==> src/design/circle_pair_collision_response_core_macros.svh <==
// Assertion macros used by the collision response core
`ifndef CIRCLE_PAIR_COLLISION_RESPONSE_CORE_MACROS_SVH
`define CIRCLE_PAIR_COLLISION_RESPONSE_CORE_MACROS_SVH
`ifndef ASSERT_OFF
`define CRPC_ASSERT(label, prop, msg) \
  label: assert property (@(posedge clk) disable iff (!rst_n) prop) else $error(msg);
`define CRPC_ASSERT_RST(label, prop, msg) \
  label: assert property (@(posedge clk) prop) else $error(msg);
`else
`define CRPC_ASSERT(label, prop, msg)
`define CRPC_ASSERT_RST(label, prop, msg)
`endif
`endif

==> src/design/crpc_pkg.sv <==
// Types and constants of the collision response core
package crpc_pkg;
  localparam int FRAC = 14;
  localparam int DIFF_W = 17;
  localparam int DSQ_W = 34;
  localparam int DIST_W = 17;
  localparam int MIN_DIST_W = 11;
  localparam logic [MIN_DIST_W-1:0] MIN_DIST_RESET = 11'd2;

  localparam logic [1:0] OUTCOME_NONE     = 2'd0;
  localparam logic [1:0] OUTCOME_COINCIDE = 2'd1;
  localparam logic [1:0] OUTCOME_SEPARATE = 2'd2;
  localparam logic [1:0] OUTCOME_IMPULSE  = 2'd3;

  typedef struct packed {
    logic signed [15:0] pos_a_x;
    logic signed [15:0] pos_a_y;
    logic signed [15:0] pos_b_x;
    logic signed [15:0] pos_b_y;
    logic signed [15:0] vel_a_x;
    logic signed [15:0] vel_a_y;
    logic signed [15:0] vel_b_x;
    logic signed [15:0] vel_b_y;
    logic [14:0]        radius_a;
    logic [14:0]        radius_b;
    logic [15:0]        mass_a;
    logic [15:0]        mass_b;
  } in_req_t;

  typedef struct packed {
    logic signed [15:0] new_pos_a_x;
    logic signed [15:0] new_pos_a_y;
    logic signed [15:0] new_pos_b_x;
    logic signed [15:0] new_pos_b_y;
    logic signed [15:0] new_vel_a_x;
    logic signed [15:0] new_vel_a_y;
    logic signed [15:0] new_vel_b_x;
    logic signed [15:0] new_vel_b_y;
    logic [1:0]         outcome;
  } out_rsp_t;

  // classified request handed from front to back; cls IMPULSE marks contact
  typedef struct packed {
    in_req_t                  req;
    logic signed [DIFF_W-1:0] dx;
    logic signed [DIFF_W-1:0] dy;
    logic [DIST_W-1:0]        cdist;
    logic [1:0]               cls;
  } pair_t;
endpackage

==> src/design/crpc_queue.sv <==
// Short request queue between front and back
`include "circle_pair_collision_response_core_macros.svh"
module crpc_queue #(
  parameter int DEPTH = 4
) (
  input  logic            clk,
  input  logic            rst_n,
  input  logic            push,
  input  crpc_pkg::pair_t push_data,
  input  logic            pop,
  output crpc_pkg::pair_t pop_data,
  output logic            full,
  output logic            empty
);
  import crpc_pkg::*;

  localparam int PW = $clog2(DEPTH);
  localparam int CW = $clog2(DEPTH + 1);

  pair_t         mem_r [DEPTH];
  logic [PW-1:0] wr_ptr_r, wr_ptr_nxt, rd_ptr_r, rd_ptr_nxt;
  logic [CW-1:0] count_r, count_nxt;

  always_comb begin
    wr_ptr_nxt = wr_ptr_r;
    rd_ptr_nxt = rd_ptr_r;
    count_nxt  = count_r;
    if (push) wr_ptr_nxt = (wr_ptr_r == PW'(DEPTH - 1)) ? '0 : wr_ptr_r + 1'b1;
    if (pop)  rd_ptr_nxt = (rd_ptr_r == PW'(DEPTH - 1)) ? '0 : rd_ptr_r + 1'b1;
    if (push && !pop)      count_nxt = count_r + 1'b1;
    else if (pop && !push) count_nxt = count_r - 1'b1;
  end

  always_ff @(posedge clk) begin
    if (!rst_n) begin
      wr_ptr_r <= '0;
      rd_ptr_r <= '0;
      count_r  <= '0;
    end else begin
      wr_ptr_r <= wr_ptr_nxt;
      rd_ptr_r <= rd_ptr_nxt;
      count_r  <= count_nxt;
    end
  end

  always_ff @(posedge clk) begin
    if (push) mem_r[wr_ptr_r] <= push_data;
  end

  assign pop_data = mem_r[rd_ptr_r];
  assign full     = (count_r == CW'(DEPTH));
  assign empty    = (count_r == '0);

  `CRPC_ASSERT(a_push_room, push |-> !full, "request pushed into full queue")
  `CRPC_ASSERT(a_pop_data, pop |-> !empty, "request popped from empty queue")
  `CRPC_ASSERT(a_count_bound, count_r <= CW'(DEPTH), "queue count beyond depth")
  `CRPC_ASSERT_RST(a_reset_empty, !rst_n |=> count_r == '0, "queue not empty after reset")
endmodule

==> config.mk <==
export PLATFORM = sky130hd
export DESIGN_NAME = crpc_queue
export DESIGN_NICKNAME = d
export VERILOG_FILES = /design/src/design/crpc_pkg.sv /design/src/design/crpc_queue.sv
export VERILOG_INCLUDE_DIRS = /design/src /design/src/design
export SDC_FILE = /design/constraint.sdc
export NUM_CORES = 1
export LEC_CHECK = 0
export BUFFER_PORTS_ARGS = -buffer_cell sky130_fd_sc_hd__clkbuf_2
export CAP_MARGIN = 20
export CELL_PAD_IN_SITES_DETAIL_PLACEMENT = 1
export CELL_PAD_IN_SITES_GLOBAL_PLACEMENT = 1
export CORE_ASPECT_RATIO = 0.9
export CORE_MARGIN = 4
export CORE_UTILIZATION = 30
export CTS_CLUSTER_DIAMETER = 200
export DETAILED_ROUTE_END_ITERATION = 10
export PLACE_DENSITY_LB_ADDON = 0.3
export SLEW_MARGIN = 20
export SYNTH_ARGS = -nofsm -noshare
export SYNTH_HDL_FRONTEND = slang
export SYNTH_SLANG_ARGS = --single-unit
==> constraint.sdc <==
create_clock -name clk -period 14 [get_ports clk]
set_clock_uncertainty 0.05 [all_clocks]
set_input_delay 2.8 -clock clk [delete_from_list [all_inputs] [get_ports clk]]
set_output_delay 2.8 -clock clk [all_outputs]
set_load 0.005 [all_outputs]
* After elaboration in Yosys (flattened, before gate mapping)
Memory sizes are Yosys's and may differ from the RTL's. A register that Yosys moved wholly into a read port is not among the register bits.
Cells that the tools add are included.
** Word-level totals
- Register bits after elaboration :: 7
- Input bits :: 247
- Logic and storage cells :: 25
- Bits in writable memories :: 972
- Output and inout bits :: 245
- Memories :: 1
** Cells by class
- Reduce and logical (&&, ||, !) cells :: 6
- Eq/ne operators :: 3
- Muxes and demuxes :: 8
- Add/sub/neg operators :: 4
** Memory list
- mem_r :: words 4, bits a word 243, rd ports 1, clocked after memory_dff 1, wr ports 1, line crpc_queue.sv:20 : pair_t mem_r [DEPTH];
** Operators by type and width (number)
- two-way mux 2 bit :: 4
- two-way mux 3 bit :: 2
- adder 2 x 1 -> 2 bit (second input constant) :: 2
- == test 2 bit (second input constant) :: 2
- adder 3 x 1 -> 3 bit (second input constant) :: 1
- == test 3 bit (second input constant) :: 1
- zero test 3 bit :: 1
- subtractor 3 x 1 -> 3 bit (second input constant) :: 1
- logical AND 1 bit :: 2
- zero test 1 bit :: 2
- two-way mux 1 bit :: 2
- nonzero test 2 bit :: 1

* Logic depth before layout (Yosys ltp)
Gate-level depths: netlist of the first run.
- Word-level depth :: 4
- Depth in mapped cells :: 7
- Gate-level depth less buffers :: 7

* Least setup slack after synthesis of the first run
OpenSTA, ideal clock, no wires.
- Kind :: input to register
- Start :: in push
- End :: mem mem_r[0][0] in the netlist's numbering, enable pin
- Setup slack :: 5.021 ns
- Stages on the path :: 1
- Path buffers :: 0
- Setup time :: 0.633 ns
- Data arrival time :: 8.296 ns
- Required time :: 13.317 ns
- Path through :: and2_1
** On the way
- Longest elaborated chain between the ends :: 2
** Ends and longest elaborated chain
- from (decl) :: line crpc_queue.sv:8 : input logic push,
- two-way mux 1 bit :: line crpc_queue.sv:47 : if (push) mem_r[wr_ptr_r] <= push_data;
- two-way mux 1 bit (implied by the code) :: line crpc_queue.sv:47
- to (decl) :: line crpc_queue.sv:20
Every way passes these cells.

==> impl_metrics.csv, run 1 <==
group,metric,value,unit
run_status,status,"finished, final reports clean",
cts,post_cts_buffers,0,
yosys,synth_edf_count,972,
yosys,ys_ff_latch,981,
setup_path,path_cells,"buf_12, buf_4, mux4_2, clkbuf_2",
layout,final_common_cell,"edfxtp_1",
grt,grt_pass1_vias,17809,
setup_path,cpMaxStageDelayCell,"buf_4",
yosys,synth_ff_type,"edfxtp_1",
cts,cts_made_buffers,103,
drt,vias,15953,
setup_path,cpLargestDelayFamily,"buffers and inverters",
drt,dr.pass1.iters,5,
yosys,synthArstFlopShare,0,%
yosys,ys_warn_count,0,
grt,grt_max_degree,111,
floorplanning,rows,119,
power_and_ir_drop,vdd_drop_max,0.1205,mV
layout,drive_gt1_share,46.02,%
sta,slew_headroom,28.63,%
setup_path,endpoint_kind,"primary output",
grt,grt.total_usage,12.78,%
drt,drt_iter0_drc,991,
yosys,yosysUniqueCellTypes,21,
sta,tightest_slew,1.071,ns
floorplanning,start_util,30.29,%
worst_hold_path,hold_class,"reg2reg",
grt,grt_pass1_wl,118000,um
yosys,synth_area,35500,sq um
cts,cts_root_buf,"clkbuf_16",
drt,drc,0,
place,port_buffers,491,
layout,layout.nets,2131,
sta,fmax,152.6,MHz
place,gp_congestion,0.7155,
layout,area_growth,21.30,%
setup_path,worstPathRequired,11.15,ns
floorplanning,core,117200,sq um
floorplanning,die_h,334.3,um
cts,cts.repair.resized,0,
sta,min_period,6.554,ns
cts,clk_pin_slew,0.06,ns
setup_path,cp.arrival,3.70,ns
cts,clk_latency,0.68,ns
sta,hold_viol,0,
flow_run,drv_cap,0,
setup_path,critPathLaunchType,"flop",
cts,hold_buffers,0,
yosys,yosysSeqAreaShare,82.73,%
setup_path,critPathMaxFanout,87,
power_and_ir_drop,power.density,152.0,nW/um^2
setup_path,critical_path.max_stage_delay,0.86,ns
drt,viasPerCell,4.503,
power_and_ir_drop,power_leakage,14.22,nW
layout,finalInstanceArea,43060,sq um
sta,rsz0062_at_grt,"false",
setup_path,crit_buf_inv,3,
drt,antenna_left,0,
drt,wl_per_cell,22.50,um
setup_path,worstRegToRegCells,6,
yosys,synth_compound_area_share,0.05640,%
place,placed_area,39760,sq um
grt,overflow,0,
setup_path,critPathKind,"reg2out",
yosys,synth_simple_gate_area_share,0.2538,%
grt,antenna_found_initial,18,
worst_hold_path,holdPathStages,2,
cts,htreeDepth,3,
floorplanning,dieArea,123900,sq um
floorplanning,pin_count,492,
sta,setup-violations-final,0,
sta,tns,0,ns
floorplanning,die_x,370.6,um
yosys,synth_xor_area_share,0.04935,%
cts,cts.path.max_buffers,3,
drt,drt_wl_total,79720,um
sta,fin_crit_sh,46.81,%
yosys,syn_inst,1313,
layout,num-fill-cells,11383,
yosys,synth_top_family_by_area,"multiplexers",
place,dp_hpwl,50050,um
yosys,syn_nets,1567,
yosys,syn_avg_cell_area,27.04,sq um
layout,final_cell_mix,"972 x edfxtp_1, 491 x clkbuf_2, 243 x mux4_2",
cts,cts.sinks,981,
cts,cts_tree,"yes",
yosys,synth_mux_area_share,15.53,%
setup_path,cp.depth,4,
yosys,synth_fa_ha_area_share,0.2679,%
sta,drv_slew,0,
tightest hold or removal path: stages (launching register included):
cell	delay [ns]
dfxtp_1	0.34
o21ai_0	0.07
a21boi_0	0.08
Yosys cell counts (2+ instances only):
| library cell | count | area (sq um) |
|---|---|---|
| edfxtp_1 | 972 | 29190 |
| mux4_2 | 243 | 5473 |
| buf_2 | 27 | 135.1 |
| buf_6 | 19 | 214.0 |
| dfxtp_1 | 9 | 180.2 |
| clkbuf_1 | 8 | 30.03 |
| ha_1 | 6 | 75.07 |
| and2_1 | 5 | 31.28 |
| nor2b_1 | 5 | 31.28 |
| inv_1 | 4 | 15.01 |
| mux2i_1 | 4 | 40.04 |
| nor3_1 | 2 | 10.01 |
per-stage QoR:
| step | setup slack, ns | total power [mW] | utilization (%) | cells | hold slack [ns] |
|---|---|---|---|---|---|
| after detailed placement | 7.520 | 3.994 | 33.93 | 3345 | 0.4852 |
| after global routing | 6.971 | 6.834 | 36.73 | 3535 | 0.5362 |
| after CTS | 7.127 | 6.669 | 36.73 | 3533 | 0.4949 |
| final | 7.446 | 6.545 | 36.75 | 3543 | 0.4974 |
| after global placement | 7.575 | 3.972 | 33.93 | 3345 | 0.4401 |
| after floorplan | 5.021 | 3.749 | - | 1313 | 0.4224 |
metal layers:
metal  global-route usage (%)  part of all wire (%)
met1                    15.91                    40
met2                    20.85                    49
met3                    5.212                   8.6
met4                    3.165                   1.8
met5                        0                  0.13
registers in the layout, summed over array words and instances (netlist names), named ones only:
name,cells
wr_ptr_r,2
mem_r,972
rd_ptr_r,2
count_r,3
power breakdown:
part           internal [mW]  switching (mW)  leakage [nW]
registers               3.37          0.0325          9.00
logic                  0.229           0.278          3.63
clock network           1.56            1.08          1.60
path summary, 6_finish.rpt:
path / startpoint / endpoint / slack (ns)
worst max register to register: wr_ptr_r[0] / mem_r[2][94] / 10.06
worst min-delay path: count_r[2] / count_r[2] / 0.50
worst max-delay path: flop / pop_data[191] / 7.45
worst min register to register: count_r[2] / count_r[2] / 0.50
final cells by class:
| type | count | area (sq um) | area share (%) |
|---|---|---|---|
| Sequential cell | 981 | 29380 | 68.22 |
| Multi-Input combinational cell | 274 | 5746 | 13.34 |
| Clock buffer | 132 | 2771 | 6.436 |
| Timing Repair Buffer | 513 | 2660 | 6.178 |
| Tap cell | 1573 | 1968 | 4.571 |
| Clock inverter | 56 | 499.2 | 1.159 |
| Antenna cell | 10 | 25.02 | 0.05811 |
| Inverter | 4 | 15.01 | 0.03487 |
logic make-up after synthesis:
logic type	after synthesis
flip-flops	981
AND/OR/NAND/NOR	15
adder cells (fa/ha/maj)	7
multiplexers	247
buffers and inverters	58
AO/OA/AOI/OAI	3
XOR/XNOR	2
Note: power is estimated with default switching activity, not from simulation.
==> inputs of run 2 (changes only) <==
- ABC_AREA: unset -> 1
- clock period: 14 -> 6.3 ns (I/O delays scaled with it)
==> run 2 against run 1 <==
Effect of this change: first-iteration DRC count rose by 30%; largest power group unchanged; sequential power grew 120%; critical endpoint is now pop_data[129]; non-clock buffer count grew 5; clock-buffer cell count up 2; final cell count increased by 29%; synthesized cell count up 83%; register-to-register slack worse by 6.9 ns; clock power grew 120%; die area rose by 2.4%; sequential share of layout area shrank 0.62 points.
==> impl_metrics.csv, run 2 <==
group,metric,value,unit
run_status,status,"finished, final reports clean",
grt,overflow,0,
grt,grt.total_usage,14.69,%
drt,drt_wl_total,95490,um
floorplanning,rows,120,
sta,rsz0062_at_grt,"false",
layout,layout.nets,3127,
yosys,ys_warn_count,0,
setup_path,rrSetupSlack,3.14,ns
cts,cts_root_buf,"clkbuf_16",
worst_hold_path,holdPathStages,2,
worst_hold_path,worstHoldStart,"wr_ptr_r[1]",
grt,grt_pass1_vias,22644,
cts,htreeDepth,3,
worst_hold_path,hold_class,"reg2reg",
setup_path,r2r_end,"mem_r[0][181]",
drt,drc,0,
setup_path,endpoint_kind,"primary output",
setup_path,cp.arrival,3.40,ns
sta,fin_crit_sh,74.83,%
yosys,synth_top_cell_by_area,"edfxtp_1",
floorplanning,die_x,375.0,um
cts,cts.repair.resized,0,
sta,hold_viol,0,
grt,grt_pass1_wl,143400,um
power_and_ir_drop,power_leakage,14.83,nW
floorplanning,dieArea,126900,sq um
yosys,synth_ff_type,"edfxtp_1",
power_and_ir_drop,vdd_drop_max,0.2166,mV
setup_path,critPathMaxFanout,234,
setup_path,critPathLaunchType,"flop",
grt,antenna_found_initial,24,
sta,tns,0,ns
layout,area_growth,19.47,%
layout,largest_register,"mem_r",
yosys,yosysSeqAreaShare,80.74,%
floorplanning,start_util,30.40,%
layout,final_cell_mix,"972 x edfxtp_1, 494 x nor2_1, 491 x clkbuf_2",
cts,cts.path.max_buffers,3,
drt,antenna_left,0,
setup_path,reg2reg_from,"wr_ptr_r[0]",
layout,drive_gt1_share,22.40,%
sta,setup-violations-final,0,
drt,wl_per_cell,20.95,um
yosys,synthTopCellsByCount,"972 x edfxtp_1, 494 x nor2_1, 464 x o21ai_0",
cts,clk_pin_slew,0.06,ns
cts,hold_buffers,0,
yosys,synth.top_cell.area_share,80.24,%
layout,top_regs,"mem_r (972), count_r (3)",
place,port_buffers,491,
drt,drt_iter0_drc,1285,
flow_run,drv_cap,0,
yosys,syn_inst,2408,
sta,min_period,4.714,ns
layout,largest_reg_flops,972,
setup_path,worstPathRequired,4.99,ns
place,gp_congestion,0.7099,
setup_path,critPathKind,"reg2out",
layout,final_common_cell,"edfxtp_1",
setup_path,worstRegToRegCells,6,
worst_hold_path,min_to,"wr_ptr_r[1]",
cts,post_cts_buffers,0,
power_and_ir_drop,power.density,334.3,nW/um^2
drt,dr.pass1.iters,7,
yosys,yosysMostFrequentCell,"edfxtp_1",
yosys,synth_edf_count,972,
yosys,syn_avg_cell_area,15.11,sq um
yosys,ys_top_cells_by_area,"edfxtp_1 80%, o21ai_0 6.4%, nor2_1 5.1%",
yosys,synthArstFlopShare,0,%
yosys,yosysUniqueCellTypes,25,
cts,cts_tree,"yes",
cts,cts.sinks,981,
sta,slew_headroom,24.15,%
drt,vias,21873,
floorplanning,die_h,338.3,um
floorplanning,core,119700,sq um
drt,viasPerCell,4.800,
yosys,synth_area,36370,sq um
yosys,syn_nets,2662,
grt,grt_max_degree,235,
yosys,ys_ff_latch,981,
place,dp_hpwl,54590,um
sta,fmax,212.1,MHz
floorplanning,pin_count,492,
sta,drv_slew,0,
cts,cts_made_buffers,105,
cts,clk_latency,0.70,ns
sta,tightest_slew,1.138,ns
sta,fin_hold_ws,0.4824,ns
run 2: cell types whose count changed in the layout (fill, tap and decap cells not counted), moves of 6 or more:
cell       change
o21ai_0      +463
inv_1          +6
nand2_1        +8
bufinv_16      -7
nor2_1       +493
buf_12         +6
diode_2        +6
o22ai_1      +243
mux4_2       -243
o21ai_1       +25
run 2: stage by stage:
| stage | utilization (%) | instance area (sq um) | power, mW | std cells | setup WS (ns) |
|---|---|---|---|---|---|
| finish | 36.32 | 43460 | 14.53 | 4557 | 1.586 |
| global route | 36.29 | 43430 | 15.19 | 4546 | 1.195 |
| CTS | 36.26 | 43390 | 14.78 | 4540 | 1.337 |
| detailed placement | 33.62 | 40230 | 9.027 | 4351 | 2.148 |
| global placement | 33.62 | 40230 | 8.999 | 4351 | 2.218 |
| floorplan | - | 36390 | 8.352 | 2408 | 0.8911 |
run 2: worst max path at each step:
stage / endpoint / from / slack (ns)
final: pop_data[129] / flop / 1.59
after detailed placement: pop_data[43] / flop / 2.15
after CTS: pop_data[43] / flop / 1.34
after floorplan: mem_r[0][0] / push / 0.89
after global placement: mem_r[0][109] / push / 2.22
after global routing: pop_data[43] / flop / 1.20
run 2: critical path, cell delays in order (launching register included):
cell and delay, ns:
dfxtp_4 0.56, inv_16 0.60, buf_12 0.51, o21ai_0 0.15, o22ai_1 0.36, clkbuf_2 0.19
run 2: cells by family (layout without fill, tap and decap cells):
logic type      count (synthesis)  after routing  synth area share, %
compound gates                735            735                10.95
xor+xnor                        1              1              0.02408
fa+ha+maj                       7              7               0.2614
buf+inv                       176            723                2.762
flops                         981            981                80.74
other cells                     0             16                    0
simple gates                  508            508                5.266
run 2: cell type report:
cell class	instances	area, sq um
diodes	16	40.04
clock buffers	134	2758
clock inverters	55	406.6
fillers	12514	76210
inverters	16	98.84
multi-input cells	1251	6002
flip-flops and latches	981	29380
well taps	1586	1984
repair buffers	518	2793
run 2: where the power goes:
group / switching, mW / leakage [nW] / internal [mW] / total, mW
clock: 2.50 / 1.53 / 3.18 / 5.68
combinational: 0.883 / 4.30 / 0.417 / 1.30
sequential: 0.0751 / 9.00 / 7.47 / 7.55
run 2: metal layers:
metal / vias up / wire length [um] / track usage [%]
li1: 10108 / - / -
met1: 11160 / 41790 / 19.10
met2: 445 / 44600 / 23.32
met3: 146 / 6956 / 5.266
met4: 14 / 2064 / 3.941
met5: - / 84 / 0
